### src/rtl/dzcf_pkg.sv
// ----------------------------------------------------------------------------
// Dead-zone camera follow package
// Fixed field widths, register map, sequencer states and divider links.
// ----------------------------------------------------------------------------
`default_nettype none

package dzcf_pkg;

  localparam int unsigned VIEW_BITS  = 31;
  localparam int unsigned ZFRAC_BITS = 17;
  localparam int unsigned PROD_BITS  = VIEW_BITS + ZFRAC_BITS;
  localparam int unsigned ZONE_BITS  = 31;
  localparam int unsigned RATIO_BITS = 32;
  localparam int unsigned ZONE_SHIFT = 16;
  localparam int unsigned CFG_IDX_W  = 4;
  localparam int unsigned DIV_CNT_W  = $clog2(RATIO_BITS);

  localparam logic [VIEW_BITS-1:0]  VIEW_WIDTH_RST  = 31'd1310720;
  localparam logic [VIEW_BITS-1:0]  VIEW_HEIGHT_RST = 31'd983040;
  localparam logic [ZFRAC_BITS-1:0] ZONE_FRAC_RST   = 17'd32768;

  typedef enum logic [CFG_IDX_W-1:0] {
    REG_VIEW_WIDTH  = 4'd0,
    REG_VIEW_HEIGHT = 4'd1,
    REG_ZONE_FRAC_X = 4'd2,
    REG_ZONE_FRAC_Y = 4'd3,
    REG_BOUND_MIN_X = 4'd4,
    REG_BOUND_MAX_X = 4'd5,
    REG_BOUND_MIN_Y = 4'd6,
    REG_BOUND_MAX_Y = 4'd7
  } cfg_reg_e;

  typedef enum logic [2:0] {
    ST_IDLE,
    ST_LOAD,
    ST_FOLLOW,
    ST_LIMIT,
    ST_CLAMP,
    ST_DIV
  } dzcf_state_e;

  typedef struct packed {
    logic                  start;
    logic [VIEW_BITS-1:0]  divisor;
    logic [VIEW_BITS-1:0]  rem;
    logic [RATIO_BITS-1:0] num;
  } div_ctrl_t;

  typedef struct packed {
    logic busy;
  } div_stat_t;

endpackage

`default_nettype wire

### src/rtl/dzcf_in_if.sv
// ----------------------------------------------------------------------------
// Dead-zone camera follow: target channel
// Valid/ready channel carrying one tracked position per beat.
// ----------------------------------------------------------------------------
`default_nettype none

interface dzcf_in_if #(
  parameter int unsigned POS_BITS = 32
) ();
  logic                       valid;
  logic                       ready;
  logic signed [POS_BITS-1:0] target_x;
  logic signed [POS_BITS-1:0] target_y;

  modport source (output valid, output target_x, output target_y, input ready);
  modport sink   (input valid, input target_x, input target_y, output ready);
endinterface

`default_nettype wire

### src/rtl/dzcf_out_if.sv
// ----------------------------------------------------------------------------
// Dead-zone camera follow: result channel
// Valid/ready channel carrying the new centre, ratios and zone size per beat.
// ----------------------------------------------------------------------------
`default_nettype none

interface dzcf_out_if #(
  parameter int unsigned POS_BITS = 32
) ();
  logic                       valid;
  logic                       ready;
  logic signed [POS_BITS-1:0] center_x;
  logic signed [POS_BITS-1:0] center_y;
  logic [31:0]                ratio_x;
  logic [31:0]                ratio_y;
  logic [30:0]                zone_width;
  logic [30:0]                zone_height;

  modport source (
    output valid, output center_x, output center_y, output ratio_x,
    output ratio_y, output zone_width, output zone_height, input ready
  );
  modport sink (
    input valid, input center_x, input center_y, input ratio_x,
    input ratio_y, input zone_width, input zone_height, output ready
  );
endinterface

`default_nettype wire

### src/rtl/dzcf_cfg_if.sv
// ----------------------------------------------------------------------------
// Dead-zone camera follow: register write channel
// Valid/ready channel carrying a register index and write data per beat.
// ----------------------------------------------------------------------------
`default_nettype none

interface dzcf_cfg_if #(
  parameter int unsigned POS_BITS = 32
) ();
  localparam int unsigned DATA_BITS = (POS_BITS > 32) ? POS_BITS : 32;

  logic                 valid;
  logic                 ready;
  logic [3:0]           addr;
  logic [DATA_BITS-1:0] data;

  modport source (output valid, output addr, output data, input ready);
  modport sink   (input valid, input addr, input data, output ready);
endinterface

`default_nettype wire

### src/rtl/dead_zone_camera_follow_top.sv
// ----------------------------------------------------------------------------
// Dead-zone camera follow
// Camera centre tracking with a dead zone and world-bound clamping.
// ----------------------------------------------------------------------------
// Usage:
//   in_i  : one tracked position (target_x, target_y) per beat.
//   out_o : one result per input beat: new centre, |offset| over half view
//           per axis (saturating), and the dead-zone size.
//   cfg_i : register writes (index, data), always ready; write only while
//           no item is in flight. Indexes beyond the register map are dropped.
// Each axis runs in turn through load, follow, limit and clamp steps while a
// shared restoring divider produces its ratio at one bit per cycle. The
// divider steps per axis set the pace: a result is registered once both axes
// are through, and a new input is taken in the next cycle, so only one item
// is in flight at a time.
// The result register parts the two sides: a finished result waits there
// while the next input is accepted; if the receiver still stalls when the
// next result is ready, the sequencer holds until the register frees.
// Reset restores the register defaults, puts the camera at the origin and
// empties the result register.
// ----------------------------------------------------------------------------
`default_nettype none

module dead_zone_camera_follow_top #(
  parameter int unsigned POS_BITS  = 32,
  parameter int unsigned FRAC_BITS = 16
) (
  input  wire    clk_i,
  input  wire    rst_ni,
  dzcf_cfg_if.sink   cfg_i,
  dzcf_in_if.sink    in_i,
  dzcf_out_if.source out_o
);
  import dzcf_pkg::*;

  localparam int unsigned EW = ((POS_BITS > 32) ? POS_BITS : 32) + 3;
  localparam int unsigned DW = POS_BITS + 1;
  localparam int unsigned AW = POS_BITS + 2;
  localparam int unsigned LW = ((AW > (VIEW_BITS + RATIO_BITS - FRAC_BITS)) ? AW :
                                (VIEW_BITS + RATIO_BITS - FRAC_BITS));
  localparam int unsigned NW = POS_BITS + FRAC_BITS + 40;

  localparam logic signed [POS_BITS-1:0] POS_MAX_P = {1'b0, {(POS_BITS-1){1'b1}}};
  localparam logic signed [POS_BITS-1:0] POS_MIN_P = {1'b1, {(POS_BITS-1){1'b0}}};
  localparam logic signed [EW-1:0]       E_MAX     = EW'(POS_MAX_P);
  localparam logic signed [EW-1:0]       E_MIN     = EW'(POS_MIN_P);

  function automatic logic signed [POS_BITS-1:0] sat_pos(input logic signed [EW-1:0] v);
    logic signed [POS_BITS-1:0] r;
    if (v > E_MAX) begin
      r = POS_MAX_P;
    end else if (v < E_MIN) begin
      r = POS_MIN_P;
    end else begin
      r = v[POS_BITS-1:0];
    end
    return r;
  endfunction

  // configuration
  logic [VIEW_BITS-1:0]       view_w_q, view_h_q;
  logic [ZFRAC_BITS-1:0]      frac_x_q, frac_y_q;
  logic signed [POS_BITS-1:0] bmin_x_q, bmax_x_q, bmin_y_q, bmax_y_q;

  // sequencer and datapath
  dzcf_state_e                state_q, state_d;
  logic                       axis_q, axis_d;
  logic                       ld_in, ld_prod, ld_follow, ld_limit, ld_clamp, ld_rx, ld_out;
  logic signed [POS_BITS-1:0] tx_q, ty_q;
  logic signed [POS_BITS-1:0] cam_x_q, cam_y_q;
  logic [PROD_BITS-1:0]       prod_q;
  logic signed [DW-1:0]       d_q;
  logic signed [POS_BITS-1:0] nc_q;
  logic                       sat_q;
  logic [ZONE_BITS-1:0]       zone_x_q, zone_y_q;
  logic [RATIO_BITS-1:0]      ratio_x_q;
  logic signed [POS_BITS-1:0] lo_q, hi_q, mid_q;
  logic                       narrow_q, has_min_q, has_max_q;
  logic                       out_valid_q;
  logic signed [POS_BITS-1:0] oc_x_q, oc_y_q;
  logic [RATIO_BITS-1:0]      or_x_q, or_y_q;
  logic [ZONE_BITS-1:0]       oz_w_q, oz_h_q;

  // axis operands
  logic signed [POS_BITS-1:0] tgt, cam, bmin, bmax;
  logic [VIEW_BITS-1:0]       view;
  logic [ZFRAC_BITS-1:0]      frac;

  // follow step
  logic [VIEW_BITS-1:0]       hz;
  logic signed [EW-1:0]       hz_e, d_e, t_e;
  logic signed [POS_BITS-1:0] nc_f;
  logic [ZONE_BITS:0]         zone_full;
  logic [ZONE_BITS-1:0]       zone_val;
  logic [DW-1:0]              mag;
  logic [AW-1:0]              ad2;
  logic [LW-1:0]              ad2_l, lim_l;
  logic [NW-1:0]              n_full;
  logic                       sat_f;

  // limit and clamp steps
  logic signed [EW-1:0]       bmin_e, bmax_e, half_e, view_e, sum_e;
  logic signed [POS_BITS-1:0] clamp_c;
  logic [RATIO_BITS-1:0]      ratio_f;

  div_ctrl_t             div_ctrl;
  div_stat_t             div_stat;
  logic [RATIO_BITS-1:0] div_quot;

  assign tgt  = axis_q ? ty_q     : tx_q;
  assign cam  = axis_q ? cam_y_q  : cam_x_q;
  assign bmin = axis_q ? bmin_y_q : bmin_x_q;
  assign bmax = axis_q ? bmax_y_q : bmax_x_q;
  assign view = axis_q ? view_h_q : view_w_q;
  assign frac = axis_q ? frac_y_q : frac_x_q;

  assign cfg_i.ready = 1'b1;

  always_ff @(posedge clk_i or negedge rst_ni) begin
    if (!rst_ni) begin
      view_w_q <= VIEW_WIDTH_RST;
      view_h_q <= VIEW_HEIGHT_RST;
      frac_x_q <= ZONE_FRAC_RST;
      frac_y_q <= ZONE_FRAC_RST;
      bmin_x_q <= POS_MIN_P;
      bmax_x_q <= POS_MAX_P;
      bmin_y_q <= POS_MIN_P;
      bmax_y_q <= POS_MAX_P;
    end else if (cfg_i.valid && cfg_i.ready) begin
      unique case (cfg_i.addr)
        REG_VIEW_WIDTH:  view_w_q <= cfg_i.data[VIEW_BITS-1:0];
        REG_VIEW_HEIGHT: view_h_q <= cfg_i.data[VIEW_BITS-1:0];
        REG_ZONE_FRAC_X: frac_x_q <= cfg_i.data[ZFRAC_BITS-1:0];
        REG_ZONE_FRAC_Y: frac_y_q <= cfg_i.data[ZFRAC_BITS-1:0];
        REG_BOUND_MIN_X: bmin_x_q <= cfg_i.data[POS_BITS-1:0];
        REG_BOUND_MAX_X: bmax_x_q <= cfg_i.data[POS_BITS-1:0];
        REG_BOUND_MIN_Y: bmin_y_q <= cfg_i.data[POS_BITS-1:0];
        REG_BOUND_MAX_Y: bmax_y_q <= cfg_i.data[POS_BITS-1:0];
        default: ;
      endcase
    end
  end

  always_comb begin
    state_d   = state_q;
    axis_d    = axis_q;
    ld_in     = 1'b0;
    ld_prod   = 1'b0;
    ld_follow = 1'b0;
    ld_limit  = 1'b0;
    ld_clamp  = 1'b0;
    ld_rx     = 1'b0;
    ld_out    = 1'b0;
    unique case (state_q)
      ST_IDLE: begin
        if (in_i.valid) begin
          ld_in   = 1'b1;
          axis_d  = 1'b0;
          state_d = ST_LOAD;
        end
      end
      ST_LOAD: begin
        ld_prod = 1'b1;
        state_d = ST_FOLLOW;
      end
      ST_FOLLOW: begin
        ld_follow = 1'b1;
        state_d   = ST_LIMIT;
      end
      ST_LIMIT: begin
        ld_limit = 1'b1;
        state_d  = ST_CLAMP;
      end
      ST_CLAMP: begin
        ld_clamp = 1'b1;
        state_d  = ST_DIV;
      end
      ST_DIV: begin
        if (!div_stat.busy) begin
          if (!axis_q) begin
            ld_rx   = 1'b1;
            axis_d  = 1'b1;
            state_d = ST_LOAD;
          end else if (!out_valid_q || out_o.ready) begin
            ld_out  = 1'b1;
            state_d = ST_IDLE;
          end
        end
      end
      default: state_d = ST_IDLE;
    endcase
  end

  always_ff @(posedge clk_i or negedge rst_ni) begin
    if (!rst_ni) begin
      state_q <= ST_IDLE;
      axis_q  <= 1'b0;
    end else begin
      state_q <= state_d;
      axis_q  <= axis_d;
    end
  end

  always_comb begin
    hz        = prod_q[PROD_BITS-1:ZONE_SHIFT+1];
    hz_e      = EW'(hz);
    d_e       = EW'(d_q);
    t_e       = EW'(tgt);
    if (d_e > hz_e) begin
      nc_f = sat_pos(t_e - hz_e);
    end else if (d_e < -hz_e) begin
      nc_f = sat_pos(t_e + hz_e);
    end else begin
      nc_f = cam;
    end
    zone_full = prod_q[PROD_BITS-1:ZONE_SHIFT];
    zone_val  = zone_full[ZONE_BITS] ? {ZONE_BITS{1'b1}} : zone_full[ZONE_BITS-1:0];
    mag       = d_q[DW-1] ? DW'(-d_q) : DW'(d_q);
    ad2       = AW'(mag) << 1;
    ad2_l     = LW'(ad2);
    lim_l     = LW'(view) << (RATIO_BITS - FRAC_BITS);
    sat_f     = (ad2_l >= lim_l);
    n_full    = NW'(ad2) << FRAC_BITS;
  end

  assign div_ctrl.start   = ld_follow;
  assign div_ctrl.divisor = view;
  assign div_ctrl.rem     = n_full[RATIO_BITS+VIEW_BITS-1:RATIO_BITS];
  assign div_ctrl.num     = n_full[RATIO_BITS-1:0];

  always_comb begin
    bmin_e = EW'(bmin);
    bmax_e = EW'(bmax);
    half_e = EW'(view >> 1);
    view_e = EW'(view);
    sum_e  = bmin_e + bmax_e;
  end

  always_comb begin
    if (has_min_q && has_max_q && narrow_q) begin
      clamp_c = mid_q;
    end else begin
      clamp_c = nc_q;
      if (has_min_q && (clamp_c < lo_q)) begin
        clamp_c = lo_q;
      end
      if (has_max_q && (clamp_c > hi_q)) begin
        clamp_c = hi_q;
      end
    end
  end

  assign ratio_f = sat_q ? {RATIO_BITS{1'b1}} : div_quot;

  always_ff @(posedge clk_i or negedge rst_ni) begin
    if (!rst_ni) begin
      cam_x_q     <= '0;
      cam_y_q     <= '0;
      out_valid_q <= 1'b0;
    end else begin
      if (ld_clamp) begin
        if (axis_q) begin
          cam_y_q <= clamp_c;
        end else begin
          cam_x_q <= clamp_c;
        end
      end
      if (ld_out) begin
        out_valid_q <= 1'b1;
      end else if (out_o.ready) begin
        out_valid_q <= 1'b0;
      end
    end
  end

  always_ff @(posedge clk_i) begin
    if (ld_in) begin
      tx_q <= in_i.target_x;
      ty_q <= in_i.target_y;
    end
    if (ld_prod) begin
      prod_q <= PROD_BITS'(view) * PROD_BITS'(frac);
      d_q    <= DW'(tgt) - DW'(cam);
    end
    if (ld_follow) begin
      nc_q  <= nc_f;
      sat_q <= sat_f;
      if (axis_q) begin
        zone_y_q <= zone_val;
      end else begin
        zone_x_q <= zone_val;
      end
    end
    if (ld_limit) begin
      has_min_q <= (bmin != POS_MIN_P);
      has_max_q <= (bmax != POS_MAX_P);
      narrow_q  <= ((bmax_e - bmin_e) < view_e);
      mid_q     <= POS_BITS'(sum_e >>> 1);
      lo_q      <= sat_pos(bmin_e + half_e);
      hi_q      <= sat_pos(bmax_e - half_e);
    end
    if (ld_rx) begin
      ratio_x_q <= ratio_f;
    end
    if (ld_out) begin
      oc_x_q <= cam_x_q;
      oc_y_q <= cam_y_q;
      or_x_q <= ratio_x_q;
      or_y_q <= ratio_f;
      oz_w_q <= zone_x_q;
      oz_h_q <= zone_y_q;
    end
  end

  dzcf_div u_div (
    .clk_i  (clk_i),
    .rst_ni (rst_ni),
    .ctrl_i (div_ctrl),
    .stat_o (div_stat),
    .quot_o (div_quot)
  );

  assign in_i.ready        = (state_q == ST_IDLE);
  assign out_o.valid       = out_valid_q;
  assign out_o.center_x    = oc_x_q;
  assign out_o.center_y    = oc_y_q;
  assign out_o.ratio_x     = or_x_q;
  assign out_o.ratio_y     = or_y_q;
  assign out_o.zone_width  = oz_w_q;
  assign out_o.zone_height = oz_h_q;

endmodule

`default_nettype wire

### src/rtl/dzcf_div.sv
// ----------------------------------------------------------------------------
// Dead-zone camera follow: shared divider
// Restoring divider, one quotient bit per cycle, 32 bits per quotient.
// ----------------------------------------------------------------------------
`default_nettype none

module dzcf_div (
  input  wire                                clk_i,
  input  wire                                rst_ni,
  input  dzcf_pkg::div_ctrl_t                ctrl_i,
  output dzcf_pkg::div_stat_t                stat_o,
  output logic [dzcf_pkg::RATIO_BITS-1:0]    quot_o
);
  import dzcf_pkg::*;

  logic                  busy_q, busy_d;
  logic [DIV_CNT_W-1:0]  cnt_q, cnt_d;
  logic [VIEW_BITS-1:0]  rem_q, rem_d;
  logic [VIEW_BITS-1:0]  dvsr_q, dvsr_d;
  logic [RATIO_BITS-1:0] num_q, num_d;
  logic [VIEW_BITS:0]    trial;
  logic [VIEW_BITS:0]    diff;
  logic                  ge;

  always_comb begin
    trial  = {rem_q, num_q[RATIO_BITS-1]};
    diff   = trial - {1'b0, dvsr_q};
    ge     = (trial >= {1'b0, dvsr_q});
    busy_d = busy_q;
    cnt_d  = cnt_q;
    rem_d  = rem_q;
    num_d  = num_q;
    dvsr_d = dvsr_q;
    if (ctrl_i.start) begin
      busy_d = 1'b1;
      cnt_d  = '0;
      rem_d  = ctrl_i.rem;
      num_d  = ctrl_i.num;
      dvsr_d = ctrl_i.divisor;
    end else if (busy_q) begin
      rem_d = ge ? diff[VIEW_BITS-1:0] : trial[VIEW_BITS-1:0];
      num_d = {num_q[RATIO_BITS-2:0], ge};
      cnt_d = cnt_q + 1'b1;
      if (cnt_q == DIV_CNT_W'(RATIO_BITS - 1)) begin
        busy_d = 1'b0;
      end
    end
  end

  always_ff @(posedge clk_i or negedge rst_ni) begin
    if (!rst_ni) begin
      busy_q <= 1'b0;
      cnt_q  <= '0;
    end else begin
      busy_q <= busy_d;
      cnt_q  <= cnt_d;
    end
  end

  always_ff @(posedge clk_i) begin
    rem_q  <= rem_d;
    num_q  <= num_d;
    dvsr_q <= dvsr_d;
  end

  assign stat_o.busy = busy_q;
  assign quot_o      = num_q;

endmodule

`default_nettype wire

### src/flat_wrapper.sv
// flat-port wrapper written by rule: the top's interface ports become plain ports
module dead_zone_camera_follow_top_flat import dzcf_pkg::*;
#(
  parameter int unsigned POS_BITS  = 32,
  parameter int unsigned FRAC_BITS = 16
)
  (clk_i, rst_ni, cfg_i_valid, cfg_i_addr, cfg_i_data, cfg_i_ready, in_i_valid, in_i_target_x, in_i_target_y, in_i_ready, out_o_valid, out_o_center_x, out_o_center_y, out_o_ratio_x, out_o_ratio_y, out_o_zone_width, out_o_zone_height, out_o_ready);
  dzcf_cfg_if #(.POS_BITS(POS_BITS)) cfg_i_i ();
  dzcf_in_if #(.POS_BITS(POS_BITS)) in_i_i ();
  dzcf_out_if #(.POS_BITS(POS_BITS)) out_o_i ();
  input  wire clk_i;
  input  wire rst_ni;
  input wire logic [$bits(cfg_i_i.valid)-1:0] cfg_i_valid;
  input wire logic [$bits(cfg_i_i.addr)-1:0] cfg_i_addr;
  input wire logic [$bits(cfg_i_i.data)-1:0] cfg_i_data;
  output wire logic [$bits(cfg_i_i.ready)-1:0] cfg_i_ready;
  input wire logic [$bits(in_i_i.valid)-1:0] in_i_valid;
  input wire logic [$bits(in_i_i.target_x)-1:0] in_i_target_x;
  input wire logic [$bits(in_i_i.target_y)-1:0] in_i_target_y;
  output wire logic [$bits(in_i_i.ready)-1:0] in_i_ready;
  output wire logic [$bits(out_o_i.valid)-1:0] out_o_valid;
  output wire logic [$bits(out_o_i.center_x)-1:0] out_o_center_x;
  output wire logic [$bits(out_o_i.center_y)-1:0] out_o_center_y;
  output wire logic [$bits(out_o_i.ratio_x)-1:0] out_o_ratio_x;
  output wire logic [$bits(out_o_i.ratio_y)-1:0] out_o_ratio_y;
  output wire logic [$bits(out_o_i.zone_width)-1:0] out_o_zone_width;
  output wire logic [$bits(out_o_i.zone_height)-1:0] out_o_zone_height;
  input wire logic [$bits(out_o_i.ready)-1:0] out_o_ready;
  assign cfg_i_i.valid = cfg_i_valid;
  assign cfg_i_i.addr = cfg_i_addr;
  assign cfg_i_i.data = cfg_i_data;
  assign cfg_i_ready = cfg_i_i.ready;
  assign in_i_i.valid = in_i_valid;
  assign in_i_i.target_x = in_i_target_x;
  assign in_i_i.target_y = in_i_target_y;
  assign in_i_ready = in_i_i.ready;
  assign out_o_valid = out_o_i.valid;
  assign out_o_center_x = out_o_i.center_x;
  assign out_o_center_y = out_o_i.center_y;
  assign out_o_ratio_x = out_o_i.ratio_x;
  assign out_o_ratio_y = out_o_i.ratio_y;
  assign out_o_zone_width = out_o_i.zone_width;
  assign out_o_zone_height = out_o_i.zone_height;
  assign out_o_i.ready = out_o_ready;
  dead_zone_camera_follow_top #(.POS_BITS(POS_BITS), .FRAC_BITS(FRAC_BITS)) u_core (.clk_i(clk_i), .rst_ni(rst_ni), .cfg_i(cfg_i_i), .in_i(in_i_i), .out_o(out_o_i));
endmodule
### config.mk
export PLATFORM = sky130hd
export DESIGN_NAME = dead_zone_camera_follow_top_flat
export DESIGN_NICKNAME = d
export VERILOG_FILES = /design/src/rtl/dzcf_pkg.sv /design/src/rtl/dzcf_in_if.sv /design/src/rtl/dzcf_out_if.sv /design/src/rtl/dzcf_cfg_if.sv /design/src/rtl/dead_zone_camera_follow_top.sv /design/src/rtl/dzcf_div.sv /design/src/flat_wrapper.sv
export SDC_FILE = /design/constraint.sdc
export NUM_CORES = 2
export LEC_CHECK = 0
export BUFFER_PORTS_ARGS = -buffer_cell sky130_fd_sc_hd__buf_2
export CAP_MARGIN = 20
export CELL_PAD_IN_SITES_DETAIL_PLACEMENT = 1
export CELL_PAD_IN_SITES_GLOBAL_PLACEMENT = 2
export CORE_UTILIZATION = 35
export CTS_CLUSTER_SIZE = 20
export DETAILED_ROUTE_END_ITERATION = 7
export PLACE_DENSITY = 0.72
export SYNTH_ARGS = -nofsm -noshare
export SYNTH_HDL_FRONTEND = slang
export SYNTH_SLANG_ARGS = --single-unit
export TNS_END_PERCENT = 1
### constraint.sdc
create_clock -name clk_i -period 12.6 [get_ports clk_i]
set_input_delay 2.52 -clock clk_i [delete_from_list [all_inputs] [get_ports clk_i]]
set_output_delay 2.52 -clock clk_i [all_outputs]
set_load 0.02 [all_outputs]
==> Yosys cells after proc, flatten, opt, wreduce, memory -nomap -nowiden <==
Index checks and enable logic that the tools add are counted.
W data, S select, Z words.
{ "word_totals": {"ff_bits": 954, "input_bits": 105, "output_inout_bits": 193, "word_cells": 166} }
{ "classes": {"n_addsub": 11, "mul": 1, "n_lt_le_gt_ge": 15, "n_eq_ne": 18, "muxes": 54, "bitwise": 1, "n_reduce_logical": 25} }
{ "ops": {"columns": ["cell", "n"], "rows": [
  ["$mux W32", 19],
  ["$gt A35 B32 Y1 const B", 4],
  ["$lt A35 B32 Y1 const B", 4],
  ["$sub A32 B32 Y33", 3],
  ["$mux W31", 3],
  ["$add A32 B32 Y33", 2],
  ["$ne A32 B32 Y1 const B", 2],
  ["$mul A31 B17 Y48", 1],
  ["$ge A34 B47 Y1", 1],
  ["$mux W18", 2],
  ["$lt A33 B35 Y1", 1],
  ["$lt A35 B32 Y1", 1],
  ["$neg A31 Y35", 1],
  ["$add A32 B31 Y33", 1],
  ["$gt A33 B32 Y1", 1],
  ["$mux W33", 1],
  ["$neg A33 Y33", 1],
  ["$sub A32 B31 Y33", 1],
  ["$ge A32 B31 Y1", 1],
  ["$gt A32 B32 Y1", 1],
  ["$lt A32 B32 Y1", 1],
  ["$sub A31 B31 Y31", 1],
  ["$reduce_and A2 Y1", 12],
  ["$mux W1", 20],
  ["23 further kinds", 40]
]} }

==> Depth between registers and ports, before layout <==
{ "logic_depth": {"depth_word": 8, "ltp_mapped": 29, "depth_no_buf": 25} }

==> Modules after synthesis <==
A second synthesis with hierarchy kept.
{ "hier_totals": {"cells_unflattened": 6601, "area_unflattened_um2": 69949.6} }
{ "by_module_without_submodules": {"columns": ["module", "n_inst", "cells_each", "area_each_um2", "seq_area_each_um2"], "rows": [
  ["dead_zone_camera_follow_top", 1, 6088, 63905.0, 23787.8],
  ["dzcf_div", 1, 513, 6044.5, 2972.9]
]} }

==> Worst setup path before layout <==
OpenSTA, ideal clock, no wires.
{ "synth_path": {"path_kind": "in2reg", "start": "input port out_o_ready", "end": "register u_core.oc_x_q[0] (netlist: u_core.out_o.center_x[0]), enable pin", "setup_time_ps": 744, "arrival_ps": 10607, "t_required_ps": 11856, "setup_slack_ps": 1249, "cell_stages": 3, "n_path_buf": 0, "cell_sequence": "nand2b_1 -> nand2_1 -> nor2_1"} }
{ "synth_between": {"elab_chain_cells": 5} }
{ "synth_lines": {"columns": ["element", "line", "rtl"], "rows": [
  ["start: declaration", "flat_wrapper.sv:28", "input wire logic [$bits(out_o_i.ready)-1:0] out_o_ready;"],
  ["$logic_or A1 B1 Y1", "dead_zone_camera_follow_top.sv:184", "end else if (!out_valid_q || out_o.ready) begin"],
  ["$mux W1", "dead_zone_camera_follow_top.sv:184", null],
  ["$mux W1", "dead_zone_camera_follow_top.sv:180", "if (!axis_q) begin"],
  ["$mux W1", "dead_zone_camera_follow_top.sv:179", "if (!div_stat.busy) begin"],
  ["$mux W1", "dead_zone_camera_follow_top.sv:154", "unique case (state_q)"],
  ["named net u_core.ld_out", "dead_zone_camera_follow_top.sv:68", "logic ld_in, ld_prod, ld_follow, ld_limit, ld_clamp, ld_rx, ld_out;"],
  ["end signal: assignment", "dead_zone_camera_follow_top.sv:306", "oc_x_q <= cam_x_q;"],
  ["end: declaration", "dead_zone_camera_follow_top.sv:80", "logic signed [POS_BITS-1:0] oc_x_q, oc_y_q;"]
]} }
The timed path passes the listed nets, and every way through them passes these cells.
A chain may end at the register's enable or synchronous reset.

==> impl_metrics.yaml <==
placed_design:
  gp_routability_congestion: 0.904
  portBuffers: 296
  hpwl_mm: 202
synthesis:
  seq_area_frac_synth_pct: 37.9
  ys_types: 90
  ys.flop_type: "edfxtp_1"
  synthTopCellsByArea: "edfxtp_1 26%, fa_1 13%, ha_1 9.9%"
  yosysWarnings: 0
  yosysTopAreaCell: "edfxtp_1"
  synth_top_area_share_pct: 26.2
  ys_ff_latch: 938
  netlist_area_um2: 69700
  synth-async-reset-ratio_pct: 31.9
  postSynthAreaPerCell_um2: 10.4
  syn_nets: 7785
  syn_inst: 6691
  synth_edf_count: 609
die:
  rows: 163
  die_h_um: 448
  die_area_um2: 201000
  io_pins: 298
  start_util_pct: 35.3
  die_w_um: 448
  coreArea_um2: 198000
detailed_routing:
  drtPass1Iterations: 5
  vias: 52600
  wl_per_cell_um: 26.4
  drtIter0Drc: 3308
  viasPerCell: 5.43
  wl_mm: 256
  ant_nets: 0
  remaining_drc_errors: 0
worst_setup_path:
  start_kind: "flop"
  cp.required_ns: 13.14
  crit_type: "reg -> reg"
  crit_fanout: 46
  end_kind: "flop"
  regToRegSetupSlack_ns: 2.87
  crit_arrival_ns: 10.27
timing:
  rsz0062_at_grt: "no"
  slew_violations: 0
  fin_hold_ws_ns: 0.388
  worstMarginPinSlew_ns: 1.30
  fin_crit_ns: 9.73
  period_share_pct: 77.2
  tns_ns: 0
  hold_violations: 0
  fmaxAchievable_ghz: 0.103
  slew_headroom_pct: 13.3
  setup_viol: 0
  fin_worst_skew_ns: 0.0793
global_route:
  grt_max_degree: 157
  grt_pass1_vias: 55500
  grt_overflow_total: 0
  track_usage_pct: 25.3
  grt_pass1_wl_mm: 375
  antenna_found_initial: 19
flow_run:
  cap_violations: 0
finish:
  layout-drive-gt1-share_pct: 15.3
  largest_register_ffs: 33
  final_nets: 8057
  area_growth_pct: 12.3
  regMostFlops: "u_core.d_q"
  fill_cells: 21900
clock_network:
  cts_tree: "built"
  clk_latency_ns: 0.81
  clock_path_buffers: 3
  clkSinkCount: 938
  clkTransAtPathRegs_ns: 0.06
  cts-root-buf: "clkbuf_16"
  cts_buffers: 105
  cts-hold-fix-buffers: 0
  cts_setup_buffers: 0
  cts_resized: 0
  cts.htree.levels: 3
worst_hold_path:
  hp-class: "reg -> reg"
run_status:
  status: "completed"
-- cell families after synthesis --
logic type,Yosys count,share of synthesized area [%]
AND/OR/NAND/NOR,1645,10.7
multiplexers,500,7.73
adder cells (fa/ha/maj),989,22.5
flip-flops,938,37.9
AO/OA/AOI/OAI,1241,11.8
XOR/XNOR,269,3.38
buffers and inverters,1108,5.98
other,1,0.00538
-- Yosys cell counts (43+ instances only) --
| library cell | n |
|---|---|
| xor2_1 | 75 |
| dfrtp_1 | 227 |
| a211oi_1 | 112 |
| o211ai_1 | 45 |
| o32ai_1 | 60 |
| nor2b_1 | 43 |
| or2_2 | 57 |
| clkbuf_1 | 212 |
| mux2_2 | 307 |
| o21a_1 | 47 |
| nor2_1 | 564 |
| edfxtp_1 | 609 |
| o21ai_0 | 230 |
| nand2b_1 | 57 |
| mux2i_1 | 193 |
| xnor2_1 | 194 |
| nand3_1 | 79 |
| a21oi_1 | 337 |
| inv_1 | 844 |
| nor3_1 | 72 |
| dfstp_2 | 72 |
| o21bai_1 | 44 |
| a21o_1 | 115 |
| ha_1 | 549 |
| fa_1 | 440 |
| nand4_1 | 71 |
| nand2_1 | 545 |
-- cell usage in the layout, fill, tap and decap left out, types with 60 or more instances in the layout --
cell type    n
inv_1      844
edfxtp_1   609
nor2_1     556
ha_1       549
nand2_1    544
fa_1       440
a21oi_1    337
mux2_2     307
buf_2      295
o21ai_0    230
dfrtp_1    225
xnor2_1    194
mux2i_1    180
buf_4      118
a21o_1     115
a211oi_1   111
clkbuf_16  105
nand3_1     76
xor2_1      75
dfstp_2     72
nand4_1     71
nor3_1      70
o32ai_1     60
-- metrics by stage --
step	util (%)	instance area (um2)	setup slack, ns	std cells
6_report	39.6	78300	2.87	9696
5_1_grt	39.6	78300	2.44	9693
4_1_cts	39.6	78300	2.94	9689
3_5_place_dp	37.8	74700	2.94	9493
3_3_place_gp	37.8	74700	3.12	9490
2_1_floorplan	-	69700	1.25	6691
-- final timing paths --
kind / startpoint / endpoint / depth (start not counted)
worst max-delay path: u_core.axis_q$_DFFE_PN0P_ / u_core.prod_q[40]$_DFFE_PP_ / 24
worst min-delay path: u_core.zone_x_q[30]$_DFFE_PP_ / u_core.out_o.zone_width[30]$_DFFE_PP_ / 0
worst max register to register: u_core.axis_q$_DFFE_PN0P_ / u_core.prod_q[40]$_DFFE_PP_ / 24
worst min register to register: u_core.zone_x_q[30]$_DFFE_PP_ / u_core.out_o.zone_width[30]$_DFFE_PP_ / 0
max in group asynchronous: rst_ni / u_core.axis_q$_DFFE_PN0P_ / 3
min in group asynchronous: rst_ni / u_core.cam_x_q[30]$_DFFE_PN0P_ / 1
-- layout make-up --
type | count | area (um2) | area share [%]
diodes | 4 | 10.0 | 0.0128
clock buffers | 149 | 2910 | 3.71
clock inverters | 47 | 639 | 0.816
inverters | 855 | 3210 | 4.10
multi-input cells | 4645 | 39300 | 50.2
flip-flops and latches | 938 | 26500 | 33.8
well taps | 2640 | 3300 | 4.22
repair buffers | 418 | 2450 | 3.13
-- layer usage --
layer | vias up | GRT usage (%) | share of wire [%]
li1 | 23700 | - | -
met1 | 27200 | 34.0 | 45
met2 | 1284 | 41.9 | 47
met3 | 348 | 3.79 | 4.9
met4 | 10 | 7.75 | 3.1
met5 | - | 0 | 0.026
-- critical path, stage by stage, from the launching register on --
cell and delay [ns]:
dfrtp_4 0.97, buf_4 0.52, mux2i_2 0.25, buf_4 0.25, clkinv_1 0.35, nand2_1 0.20
fa_1 0.45, fa_1 0.55, inv_1 0.07, fa_1 0.53, fa_1 0.53, fa_1 0.55
fa_1 0.50, ha_1 0.38, a211oi_1 0.24, o21ai_0 0.16, a221oi_1 0.87, nor3b_1 0.27
o21ai_0 0.15, buf_4 0.18, a221o_1 0.44, a211oi_1 0.48, o21ai_0 0.18, and2_1 0.20
xor2_1 0.14
Power is left out: the tool's default activity adds up to more than one toggle a clock period on the data nets, which glitch-free logic cannot reach.
